[src/rtl/core/twtt_pkg.sv]
`timescale 1ns / 1ps
// ----------------------------------------------------------------------------
// twtt_pkg
// Shared widths, operation codes and the slot record of the wake-up timer table.
// ----------------------------------------------------------------------------
package twtt_pkg;

   localparam int FUNC_W      = 2;
   localparam int TASK_W      = 5;
   localparam int ARG_W       = 31;
   localparam int TICK_W      = 32;
   localparam int NUM_TASKS_DEF = 32;

   typedef enum logic [FUNC_W-1:0] {
      FUNC_TICK  = 2'd0,
      FUNC_TIME  = 2'd1,
      FUNC_DELAY = 2'd2,
      FUNC_UNTIL = 2'd3
   } func_type;

   typedef enum logic {
      KIND_WAKE  = 1'b0,
      KIND_QUERY = 1'b1
   } kind_type;

   typedef struct packed {
      logic              pending;
      logic [TICK_W-1:0] wake;
   } slot_type;

endpackage

[src/rtl/core/twtt_req_if.sv]
`timescale 1ns / 1ps
// ----------------------------------------------------------------------------
// twtt_req_if
// Request channel: valid/ready handshake with operation, task slot and argument.
// ----------------------------------------------------------------------------
interface twtt_req_if;
   logic                          valid;
   logic                          ready;
   logic [twtt_pkg::FUNC_W-1:0]   func;
   logic [twtt_pkg::TASK_W-1:0]   task_id;
   logic [twtt_pkg::ARG_W-1:0]    tick_arg;

   modport source (output valid, output func, output task_id, output tick_arg,
                   input ready);
   modport sink   (input valid, input func, input task_id, input tick_arg,
                   output ready);
endinterface

[src/rtl/core/twtt_rsp_if.sv]
`timescale 1ns / 1ps
// ----------------------------------------------------------------------------
// twtt_rsp_if
// Reply channel: valid/ready handshake carrying one wake or query reply.
// ----------------------------------------------------------------------------
interface twtt_rsp_if;
   logic                          valid;
   logic                          ready;
   logic [twtt_pkg::TASK_W-1:0]   reply_task;
   logic [twtt_pkg::TICK_W-1:0]   reply_ticks;
   logic                          reply_kind;
   logic                          last;

   modport source (output valid, output reply_task, output reply_ticks,
                   output reply_kind, output last, input ready);
   modport sink   (input valid, input reply_task, input reply_ticks,
                   input reply_kind, input last, output ready);
endinterface

[src/rtl/core/task_wakeup_timer_table.sv]
`timescale 1ns / 1ps
// Sequence: a request beat is taken in idle, the scan rotates the slot ring past the
// compare at its head, then the flush state sends the last held wake reply and applies
// the op, or the query state answers a time query. A new request is taken only back in
// idle; the scan and the flush both wait while the reply side stalls.
// Reset: tick count goes to zero and every pending mark clears at once; wake times
// are left as they are and count only while their pending mark is set.
// ----------------------------------------------------------------------------
// task_wakeup_timer_table
// Tick counter plus a ring of task slots that are woken when their time is due.
// ----------------------------------------------------------------------------
module task_wakeup_timer_table #(
   parameter int NUM_TASKS = twtt_pkg::NUM_TASKS_DEF
) (
   input  logic         clock,
   input  logic         reset,
   twtt_req_if.sink     req_bus,
   twtt_rsp_if.source   rsp_bus
);

   localparam int CNT_W = (NUM_TASKS > 1) ? $clog2(NUM_TASKS) : 1;

   typedef enum logic [3:0] {
      ST_IDLE  = 4'b0001,
      ST_SCAN  = 4'b0010,
      ST_FLUSH = 4'b0100,
      ST_QUERY = 4'b1000
   } state_type;

   state_type                          state_ff, state_in;
   logic [twtt_pkg::TICK_W-1:0]        tick_ff, tick_in;
   logic [CNT_W-1:0]                   cnt_ff, cnt_in;

   // latched request
   twtt_pkg::func_type                 func_ff, func_in;
   logic [twtt_pkg::TASK_W-1:0]        task_ff, task_in;
   logic [twtt_pkg::ARG_W-1:0]         arg_ff, arg_in;

   // one wake reply held back until we know whether it is the final beat
   logic                               held_vld_ff, held_vld_in;
   logic [twtt_pkg::TASK_W-1:0]        held_task_ff, held_task_in;

   // reply output register
   logic                               out_vld_ff, out_vld_in;
   logic [twtt_pkg::TASK_W-1:0]        out_task_ff, out_task_in;
   logic [twtt_pkg::TICK_W-1:0]        out_ticks_ff, out_ticks_in;
   twtt_pkg::kind_type                 out_kind_ff, out_kind_in;
   logic                               out_last_ff, out_last_in;

   twtt_pkg::slot_type                 slots [NUM_TASKS];
   twtt_pkg::slot_type                 tail_slot;
   logic                               shift;
   logic                               arm_en;
   logic [twtt_pkg::TICK_W-1:0]        arm_time;
   logic                               head_hit;
   logic                               out_free;
   logic                               req_take;

   assign req_take = req_bus.valid && (state_ff == ST_IDLE);
   assign req_bus.ready = (state_ff == ST_IDLE);
   assign out_free = !out_vld_ff || rsp_bus.ready;

   // compare the slot now at the head of the ring against the current count
   assign head_hit = slots[0].pending && (slots[0].wake <= tick_ff);

   // head wraps around to the tail, its mark dropped when it fires
   assign tail_slot.pending = slots[0].pending && !(head_hit && shift);
   assign tail_slot.wake    = slots[0].wake;

   assign arm_time = (func_ff == twtt_pkg::FUNC_DELAY)
                   ? tick_ff + {1'b0, arg_ff}
                   : {1'b0, arg_ff};

   // ---------------------------------------------------------------------
   // Ring of slot cells; after a full rotation every slot is home again
   // ---------------------------------------------------------------------
   for (genvar gi = 0; gi < NUM_TASKS; gi++) begin : g_cell
      twtt_pkg::slot_type nxt;
      logic               sel;

      if (gi == NUM_TASKS - 1) begin : g_tail
         assign nxt = tail_slot;
      end else begin : g_mid
         assign nxt = slots[gi+1];
      end

      // task_id is 5 bits, so cells beyond 31 are never selected
      assign sel = arm_en && ({{(32-twtt_pkg::TASK_W){1'b0}}, task_ff} == 32'(gi));

      twtt_cell u_cell (
         .clock     (clock),
         .reset     (reset),
         .shift     (shift),
         .next_slot (nxt),
         .arm       (sel),
         .arm_time  (arm_time),
         .slot      (slots[gi])
      );
   end

   // ---------------------------------------------------------------------
   // Sequencer
   // ---------------------------------------------------------------------
   always_comb begin
      state_in     = state_ff;
      tick_in      = tick_ff;
      cnt_in       = cnt_ff;
      func_in      = func_ff;
      task_in      = task_ff;
      arg_in       = arg_ff;
      held_vld_in  = held_vld_ff;
      held_task_in = held_task_ff;
      out_vld_in   = out_vld_ff && !rsp_bus.ready;
      out_task_in  = out_task_ff;
      out_ticks_in = out_ticks_ff;
      out_kind_in  = out_kind_ff;
      out_last_in  = out_last_ff;
      shift        = 1'b0;
      arm_en       = 1'b0;

      case (state_ff)
         ST_IDLE: begin
            if (req_take) begin
               func_in  = twtt_pkg::func_type'(req_bus.func);
               task_in  = req_bus.task_id;
               arg_in   = req_bus.tick_arg;
               cnt_in   = '0;
               state_in = ST_SCAN;
            end
         end
         ST_SCAN: begin
            // stall the ring only when a hit must push out a held reply while the output is busy
            if (!(head_hit && held_vld_ff && !out_free)) begin
               shift = 1'b1;
               if (head_hit) begin
                  if (held_vld_ff) begin
                     out_vld_in   = 1'b1;
                     out_task_in  = held_task_ff;
                     out_ticks_in = tick_ff;
                     out_kind_in  = twtt_pkg::KIND_WAKE;
                     out_last_in  = 1'b0;
                  end
                  held_vld_in  = 1'b1;
                  held_task_in = twtt_pkg::TASK_W'(cnt_ff);
               end
               if (cnt_ff == CNT_W'(NUM_TASKS - 1)) begin
                  state_in = ST_FLUSH;
               end else begin
                  cnt_in = cnt_ff + 1'b1;
               end
            end
         end
         ST_FLUSH: begin
            if (held_vld_ff) begin
               if (out_free) begin
                  out_vld_in   = 1'b1;
                  out_task_in  = held_task_ff;
                  out_ticks_in = tick_ff;
                  out_kind_in  = twtt_pkg::KIND_WAKE;
                  out_last_in  = (func_ff != twtt_pkg::FUNC_TIME);
                  held_vld_in  = 1'b0;
               end
            end else if (func_ff == twtt_pkg::FUNC_TIME) begin
               state_in = ST_QUERY;
            end else begin
               // apply the operation now that the scan is done
               if (func_ff == twtt_pkg::FUNC_TICK) begin
                  tick_in = tick_ff + 1'b1;
               end else begin
                  arm_en = 1'b1;
               end
               state_in = ST_IDLE;
            end
         end
         ST_QUERY: begin
            if (out_free) begin
               out_vld_in   = 1'b1;
               out_task_in  = task_ff;
               out_ticks_in = tick_ff;
               out_kind_in  = twtt_pkg::KIND_QUERY;
               out_last_in  = 1'b1;
               state_in     = ST_IDLE;
            end
         end
         default: begin
            state_in = ST_IDLE;
         end
      endcase
   end

   always_ff @(posedge clock) begin
      if (reset) begin
         state_ff    <= ST_IDLE;
         tick_ff     <= '0;
         held_vld_ff <= 1'b0;
         out_vld_ff  <= 1'b0;
      end else begin
         state_ff    <= state_in;
         tick_ff     <= tick_in;
         held_vld_ff <= held_vld_in;
         out_vld_ff  <= out_vld_in;
      end
   end

   // payload and scan position carry no reset
   always_ff @(posedge clock) begin
      cnt_ff       <= cnt_in;
      func_ff      <= func_in;
      task_ff      <= task_in;
      arg_ff       <= arg_in;
      held_task_ff <= held_task_in;
      out_task_ff  <= out_task_in;
      out_ticks_ff <= out_ticks_in;
      out_kind_ff  <= out_kind_in;
      out_last_ff  <= out_last_in;
   end

   assign rsp_bus.valid       = out_vld_ff;
   assign rsp_bus.reply_task  = out_task_ff;
   assign rsp_bus.reply_ticks = out_ticks_ff;
   assign rsp_bus.reply_kind  = out_kind_ff;
   assign rsp_bus.last        = out_last_ff;

endmodule

[src/rtl/core/twtt_cell.sv]
`timescale 1ns / 1ps
// ----------------------------------------------------------------------------
// twtt_cell
// One ring cell: holds a wake time and pending mark, shifts toward the head.
// ----------------------------------------------------------------------------
module twtt_cell (
   input  logic                           clock,
   input  logic                           reset,
   input  logic                           shift,
   input  twtt_pkg::slot_type             next_slot,
   input  logic                           arm,
   input  logic [twtt_pkg::TICK_W-1:0]    arm_time,
   output twtt_pkg::slot_type             slot
);

   logic                          pending_ff, pending_in;
   logic [twtt_pkg::TICK_W-1:0]   wake_ff, wake_in;

   always_comb begin
      pending_in = pending_ff;
      wake_in    = wake_ff;
      if (arm) begin
         pending_in = 1'b1;
         wake_in    = arm_time;
      end else if (shift) begin
         pending_in = next_slot.pending;
         wake_in    = next_slot.wake;
      end
   end

   always_ff @(posedge clock) begin
      if (reset) begin
         pending_ff <= 1'b0;
      end else begin
         pending_ff <= pending_in;
      end
   end

   // wake time is only meaningful while pending
   always_ff @(posedge clock) begin
      wake_ff <= wake_in;
   end

   assign slot.pending = pending_ff;
   assign slot.wake    = wake_ff;

endmodule
[src/flat_wrapper.sv]
// flat-port wrapper written by rule: the top's interface ports become plain ports
module task_wakeup_timer_table_flat 
#(
   parameter int NUM_TASKS = twtt_pkg::NUM_TASKS_DEF
)
  (clock, reset, req_bus_valid, req_bus_func, req_bus_task_id, req_bus_tick_arg, req_bus_ready, rsp_bus_valid, rsp_bus_reply_task, rsp_bus_reply_ticks, rsp_bus_reply_kind, rsp_bus_last, rsp_bus_ready);
  twtt_req_if req_bus_i ();
  twtt_rsp_if rsp_bus_i ();
  input  logic clock;
  input  logic reset;
  input wire logic [$bits(req_bus_i.valid)-1:0] req_bus_valid;
  input wire logic [$bits(req_bus_i.func)-1:0] req_bus_func;
  input wire logic [$bits(req_bus_i.task_id)-1:0] req_bus_task_id;
  input wire logic [$bits(req_bus_i.tick_arg)-1:0] req_bus_tick_arg;
  output wire logic [$bits(req_bus_i.ready)-1:0] req_bus_ready;
  output wire logic [$bits(rsp_bus_i.valid)-1:0] rsp_bus_valid;
  output wire logic [$bits(rsp_bus_i.reply_task)-1:0] rsp_bus_reply_task;
  output wire logic [$bits(rsp_bus_i.reply_ticks)-1:0] rsp_bus_reply_ticks;
  output wire logic [$bits(rsp_bus_i.reply_kind)-1:0] rsp_bus_reply_kind;
  output wire logic [$bits(rsp_bus_i.last)-1:0] rsp_bus_last;
  input wire logic [$bits(rsp_bus_i.ready)-1:0] rsp_bus_ready;
  assign req_bus_i.valid = req_bus_valid;
  assign req_bus_i.func = req_bus_func;
  assign req_bus_i.task_id = req_bus_task_id;
  assign req_bus_i.tick_arg = req_bus_tick_arg;
  assign req_bus_ready = req_bus_i.ready;
  assign rsp_bus_valid = rsp_bus_i.valid;
  assign rsp_bus_reply_task = rsp_bus_i.reply_task;
  assign rsp_bus_reply_ticks = rsp_bus_i.reply_ticks;
  assign rsp_bus_reply_kind = rsp_bus_i.reply_kind;
  assign rsp_bus_last = rsp_bus_i.last;
  assign rsp_bus_i.ready = rsp_bus_ready;
  task_wakeup_timer_table #(.NUM_TASKS(NUM_TASKS)) u_core (.clock(clock), .reset(reset), .req_bus(req_bus_i), .rsp_bus(rsp_bus_i));
endmodule
[config.mk]
export PLATFORM = sky130hd
export DESIGN_NAME = task_wakeup_timer_table_flat
export DESIGN_NICKNAME = d
export VERILOG_FILES = /design/src/rtl/core/twtt_pkg.sv /design/src/rtl/core/twtt_req_if.sv /design/src/rtl/core/twtt_rsp_if.sv /design/src/rtl/core/task_wakeup_timer_table.sv /design/src/rtl/core/twtt_cell.sv /design/src/flat_wrapper.sv
export SDC_FILE = /design/constraint.sdc
export NUM_CORES = 2
export LEC_CHECK = 0
export BUFFER_PORTS_ARGS = -buffer_cell sky130_fd_sc_hd__buf_2
export CORE_UTILIZATION = 48
export CTS_CLUSTER_SIZE = 16
export DETAILED_ROUTE_END_ITERATION = 8
export GPL_TIMING_DRIVEN = 0
export PLACE_DENSITY = 0.62
export REMOVE_ABC_BUFFERS = 1
export SLEW_MARGIN = 20
export SYNTH_ARGS = -nofsm -noshare
export SYNTH_HDL_FRONTEND = slang
export SYNTH_SLANG_ARGS = --single-unit
[constraint.sdc]
create_clock -name clock -period 13.7 [get_ports clock]
set_input_delay 0.685 -clock clock [delete_from_list [all_inputs] [get_ports clock]]
set_output_delay 0.685 -clock clock [all_outputs]
set_load 0.005 [all_outputs]
* Word-level counts from Yosys, hierarchy flattened
Index checks and enable logic that the tools add are counted.
** Storage, ports and cells
- Register bits :: 1181
- Output and inout port bits :: 41
** Operators by class
- $add $sub $neg :: 3
- Order comparisons :: 1
- Equality and inequality tests :: 49
- Muxes and demuxes :: 180
- Bitwise logic cells :: 3
- Reductions and logical operators :: 89
** Operators with widths (count)
- $mux W32 :: 70
- $pmux W32 S3 :: 1
- $mux W1 :: 87
- $eq A5 B5 Y1 const B :: 17
- $reduce_bool A2 Y1 :: 34
- $mux W5 :: 9
- $eq A5 B4 Y1 const B :: 8
- $logic_and A1 B1 Y1 :: 39
- $add A32 B1 Y32 const B :: 1
- $add A32 B31 Y32 :: 1
- $le A32 B32 Y1 :: 1
- $mux W4 :: 6
- $eq A5 B3 Y1 const B :: 4
- $ne A2 B1 Y1 const B :: 8
- $pmux W4 S4 :: 1
- $pmux W5 S3 :: 1
- $eq A5 B2 Y1 const B :: 2
- $pmux W5 S2 :: 1
- $reduce_and A5 Y1 :: 2
- $pmux W1 S3 :: 3
- $reduce_and A4 Y1 :: 2
- $reduce_and A7 Y1 :: 1
- $ne A2 B2 Y1 const B :: 3
- $reduce_and A3 Y1 :: 2
- other kinds (16) :: 21

* Longest topological paths before layout
- Word-level depth :: 11
- Mapped depth :: 12

* By module
From an unflattened synthesis, not the netlist that was laid out.
** Unflattened totals
- Cell total of the unflattened synthesis :: 3118
- Area, all modules :: 57058.5 µm²
** Modules (own cells, without submodules)
- twtt_cell :: times used 32, cells each 74, area each 1550.2 µm²
- task_wakeup_timer_table :: times used 1, cells each 750, area each 7450.9 µm²

* Least setup slack after synthesis
OpenSTA, ideal clock, no wires.
- Path type :: reg-to-reg
- From :: register u_core.tick_ff[9] (netlist bit)
- To :: register u_core.out_ticks_ff, in the netlist u_core.rsp_bus.reply_ticks[0], enable pin
- Data arrival time :: 4612 ps
- Slack :: 8608 ps
- Stages on the path, launching flop included :: 10
- Path buffers :: 0
- Clock period less this slack :: 5092 ps
- Path through :: dfxtp_1 -> inv_1 -> ha_1 -> a21o_1 -> a21o_1 -> a221oi_1 -> o2111ai_1 -> a211oi_1 -> o21bai_1 -> a311oi_1
** On the way
- Word-level cells in the longest chain between the ends :: 6
- Elaborated cells on any way between the ends :: 7
** RTL lines
- from (decl) :: RTL line task_wakeup_timer_table.sv:31 : logic [twtt_pkg::TICK_W-1:0] tick_ff, tick_in;
- from (signal assigned) :: RTL line task_wakeup_timer_table.sv:199 : tick_ff <= tick_in;
- $le A32 B32 Y1 * :: RTL line task_wakeup_timer_table.sv:64 : assign head_hit = slots[0].pending && (slots[0].wake <= tick_ff);
- $logic_and A1 B1 Y1 * :: RTL line task_wakeup_timer_table.sv:64
- $logic_and A1 B1 Y1 (2 in series) :: RTL line task_wakeup_timer_table.sv:133 : if (!(head_hit && held_vld_ff && !out_free)) begin
- $ne A2 B2 Y1 (no source line)
- $reduce_and A5 Y1 (no source line) *
- to (signal assigned) :: RTL line task_wakeup_timer_table.sv:213 : out_ticks_ff <= out_ticks_in;
- to (decl) :: RTL line task_wakeup_timer_table.sv:46 : logic [twtt_pkg::TICK_W-1:0] out_ticks_ff, out_ticks_in;
Every way passes the cells marked *; elsewhere a longest branch is shown, timed or not.
A chain may end at the register's enable or synchronous reset.

* Final worst setup path
- From :: register u_core.tick_ff[23] (netlist bit)
- To :: register u_core.g_cell[21].u_cell.wake_ff[12] (netlist bit), enable pin
** On the way
- Word-level cells in the longest chain between the ends :: 7
** RTL lines
- $le A32 B32 Y1 :: RTL line task_wakeup_timer_table.sv:64
- $logic_and A1 B1 Y1 :: RTL line task_wakeup_timer_table.sv:64
- $logic_and A1 B1 Y1 (2 in series) :: RTL line task_wakeup_timer_table.sv:133
- $mux W1 :: RTL line task_wakeup_timer_table.sv:133
- $mux W1 :: RTL line task_wakeup_timer_table.sv:121 : case (state_ff)
- $reduce_bool A2 Y1 (no source line)
- to (signal assigned) :: RTL line twtt_cell.sv:41 : wake_ff <= wake_in;
- to (decl) :: RTL line twtt_cell.sv:17 : logic [twtt_pkg::TICK_W-1:0] wake_ff, wake_in;
Every way passes these cells.

==> impl_metrics.json <==
{
  "num_rows": 118,
  "multi_input_area_um2": 14600,
  "syn_area_um2": 50200,
  "viasPerCell": 5.58,
  "relSlewSlack": 0.209,
  "hpwl_mm": 77.7,
  "ys_types": 66,
  "combinationalPowerShare": 0.122,
  "io_pins": 83,
  "p_int_mw": 6.57,
  "synth_top_flop_cell": "edfxtp_1",
  "ctsResizeCount": 0,
  "postCtsHoldBufs": 0,
  "switchingPower_mw": 2.25,
  "syn_inst": 4327,
  "drive_gt1_frac": 0.121,
  "placed_cell_area_um2": 53300,
  "synth_top_area_cell": "edfxtp_1",
  "min_period_ns": 4.90,
  "powerDensity_nw_per_um2": 154,
  "layout_worst_path_cycle_share": 0.357,
  "fillers": 8543,
  "synth_enable_flop_cells": 1111,
  "diodes": 0,
  "clock_path_buffers": 3,
  "design_area_um2": 57400,
  "maxSlewViolCount": 0,
  "cts_setup_buffers": 0,
  "port_buffers": 82,
  "fmax_ghz": 0.204,
  "htree_levels": 3,
  "worst_pin_slew_ns": 1.18,
  "rsz0062_at_grt": "false",
  "synth_top_area_frac": 0.664,
  "wl_per_cell_um": 19.8,
  "outcome": "finished clean",
  "core_um2": 104000,
  "ys_top_cells_by_area": "edfxtp_1 66%, o21ai_0 8.0%, nand2_1 7.1%, dfxtp_1 2.8%, a21oi_1 2.7%",
  "cts_sinks": 1181,
  "grt_remaining_overflow": 0,
  "crit_type": "register to register",
  "p_seq_frac": 0.501,
  "finalSetupTns_ns": 0,
  "ys_ff_latch": 1181,
  "synthAdderAreaFrac": 0.0168,
  "power.share.switching": 0.255,
  "die_y_um": 326,
  "regArea_um2": 34800,
  "drt-initial-drc-count": 3025,
  "grt_pass1_wl_mm": 178,
  "clkSlewWorstSetupHoldPaths_ns": 0.06,
  "p_clk_frac": 0.376,
  "die_w_um": 326,
  "initial_core_util": 0.485,
  "hold_class": "input port to register",
  "worstPathRequired_ns": 14.16,
  "first_pass_iters": 5,
  "syn2layout_area_growth_pct": 14.2,
  "setup_slack_ns": 8.80,
  "syn_area_per_cell_um2": 11.6,
  "grtUsageTotal": 0.215,
  "clk_latency_ns": 0.71,
  "gp_congestion": 0.844,
  "start_kind": "register",
  "endpoint_kind": "register",
  "drtAntennaViolNets": 0,
  "route.final.wire_length_mm": 114,
  "async_flop_share": 0,
  "yosys-mux-area-fraction": 0.0159,
  "drcViolationCount": 0,
  "cp.arrival_ns": 5.35,
  "hold_ws_ns": 0.161,
  "vias": 32200,
  "setup_viol": 0,
  "yosysWarnings": 0,
  "pre_cts_slack_ns": 8.77,
  "synth_top_family_by_area": "compound AO/OA/AOI/OAI gates",
  "vdd_drop_max_mv": 0.113,
  "final_nets": 4392,
  "antenna_found_initial": 0,
  "cts_root_buffer": "clkbuf_16",
  "hold_viol": 0,
  "die_area_um2": 106000,
  "grt_max_degree": 63,
  "cts_tree": "done",
  "synth-compound-area-share": 0.126,
  "synth-xor-area-share": 0.00854,
  "finClkSkew_ns": 0.0236,
  "crit_fanout": 35,
  "leakage_nw": 21.3,
  "grt_pass1_vias": 30400,
  "cts_made_buffers": 118,
  "maxCapViolations": 0,
  "synth_simple_gate_area_frac": 0.112,
  "synth_seq_area_share": 0.692,
  "utilization": 0.554
}
## sequential cells by signal, indices dropped and copies added, names as in the netlist
name / count
u_core.arg_ff: 31
u_core.cnt_ff: 5
u_core.func_ff: 2
u_core.g_cell.u_cell.pending_ff: 32
u_core.g_cell.u_cell.wake_ff: 1024
u_core.held_task_ff: 5
u_core.held_vld_ff: 1
u_core.rsp_bus.last: 1
u_core.rsp_bus.reply_kind: 1
u_core.rsp_bus.reply_task: 5
u_core.rsp_bus.reply_ticks: 32
u_core.rsp_bus.valid: 1
u_core.state_ff: 4
u_core.task_ff: 5
u_core.tick_ff: 32
## placed cells by master, fill, tap and decap left out, drive strengths merged, types with 5 or more instances in the layout
| cell type | count |
|---|---|
| edfxtp | 1111 |
| nand2 | 948 |
| o21ai | 839 |
| nor2 | 280 |
| a21oi | 268 |
| buf | 164 |
| clkbuf | 147 |
| dfxtp | 70 |
| ha | 66 |
| inv | 55 |
| clkinv | 53 |
| mux2i | 44 |
| xnor2 | 37 |
| mux2 | 32 |
| nor3 | 32 |
| nand3 | 30 |
| nand4 | 22 |
| a21o | 16 |
| bufinv | 16 |
| nor2b | 13 |
| xor2 | 12 |
| a211oi | 10 |
| nor4 | 10 |
| o211ai | 9 |
| or3 | 9 |
| nand2b | 8 |
| and3 | 8 |
| or2 | 7 |
| o21a | 7 |
| and2 | 6 |
| a31oi | 6 |
| and4 | 5 |
## cell type report
type,instances,area share
clock buffers,147,0.0553
multi-input cells,2768,0.254
repair buffers,164,0.0371
clock inverters,75,0.0140
well taps,1380,0.0301
flip-flops and latches,1181,0.606
inverters,50,0.00327
## worst max-delay path: stages, from the launching register on
cell and delay, ns:
dfxtp_1 0.47, inv_1 0.12, ha_1 0.33, nand4_1 0.13, nor4_1 0.97, nand3_1 0.53
o21ai_0 0.33, or2_4 0.58, buf_12 0.31, nand2_2 0.45, buf_16 0.34
## per-layer routing
layer,vias up,share of wire,GRT usage
li1,15400,-,-
met1,15500,0.46,0.310
met2,1056,0.45,0.336
met3,196,0.062,0.0358
met4,0,0.027,0.0634
met5,-,0,0
## logic make-up (layout without fill, tap and decap cells)
group	after synthesis	in the layout
AO/OA/AOI/OAI	1188	1188
AND/OR/NAND/NOR	1388	1388
buffers and inverters	378	436
flip-flops	1181	1181
multiplexers	76	76
adder cells (fa/ha/maj)	67	67
XOR/XNOR	49	49
## synth_stat cells (31+ instances only)
library cell	count
mux2i_1	44
xnor2_1	37
a21oi_1	267
ha_1	66
dfxtp_1	70
nor2_1	280
o21ai_0	805
edfxtp_1	1111
nand2_1	948
inv_1	49
clkbuf_1	309
mux2_2	32
o21ai_2	31
## power groups by stage
stage          Clock (mW)  Combinational, mW  Sequential, mW
6_report             3.32               1.08            4.42
5_1_grt              3.51               1.18            4.44
4_1_cts              3.38               1.07            4.43
3_5_place_dp            0               1.07            4.49
3_3_place_gp            0              0.826            4.50
2_1_floorplan           0              0.488            4.45
## stage by stage
stage / instances / total power, mW
after detailed placement: 5540 / 5.56
after global placement: 5461 / 5.33
after global routing: 5765 / 9.13
after CTS: 5762 / 8.88
final: 5765 / 8.82
after floorplan: 3999 / 4.93
## path summary, 6_finish.rpt
kind	slack (ns)	to	cells after the start	start
setup reg to reg	8.80	u_core.g_cell[21].u_cell.wake_ff[12]	10	u_core.tick_ff[23]
hold / removal	0.16	u_core.task_ff[2]	1	req_bus_task_id[2]
hold reg to reg	0.47	u_core.held_task_ff[4]	0	u_core.cnt_ff[4]
setup / recovery	8.80	u_core.g_cell[21].u_cell.wake_ff[12]	10	u_core.tick_ff[23]
No activity file was read; power rests on OpenSTA's default activity.
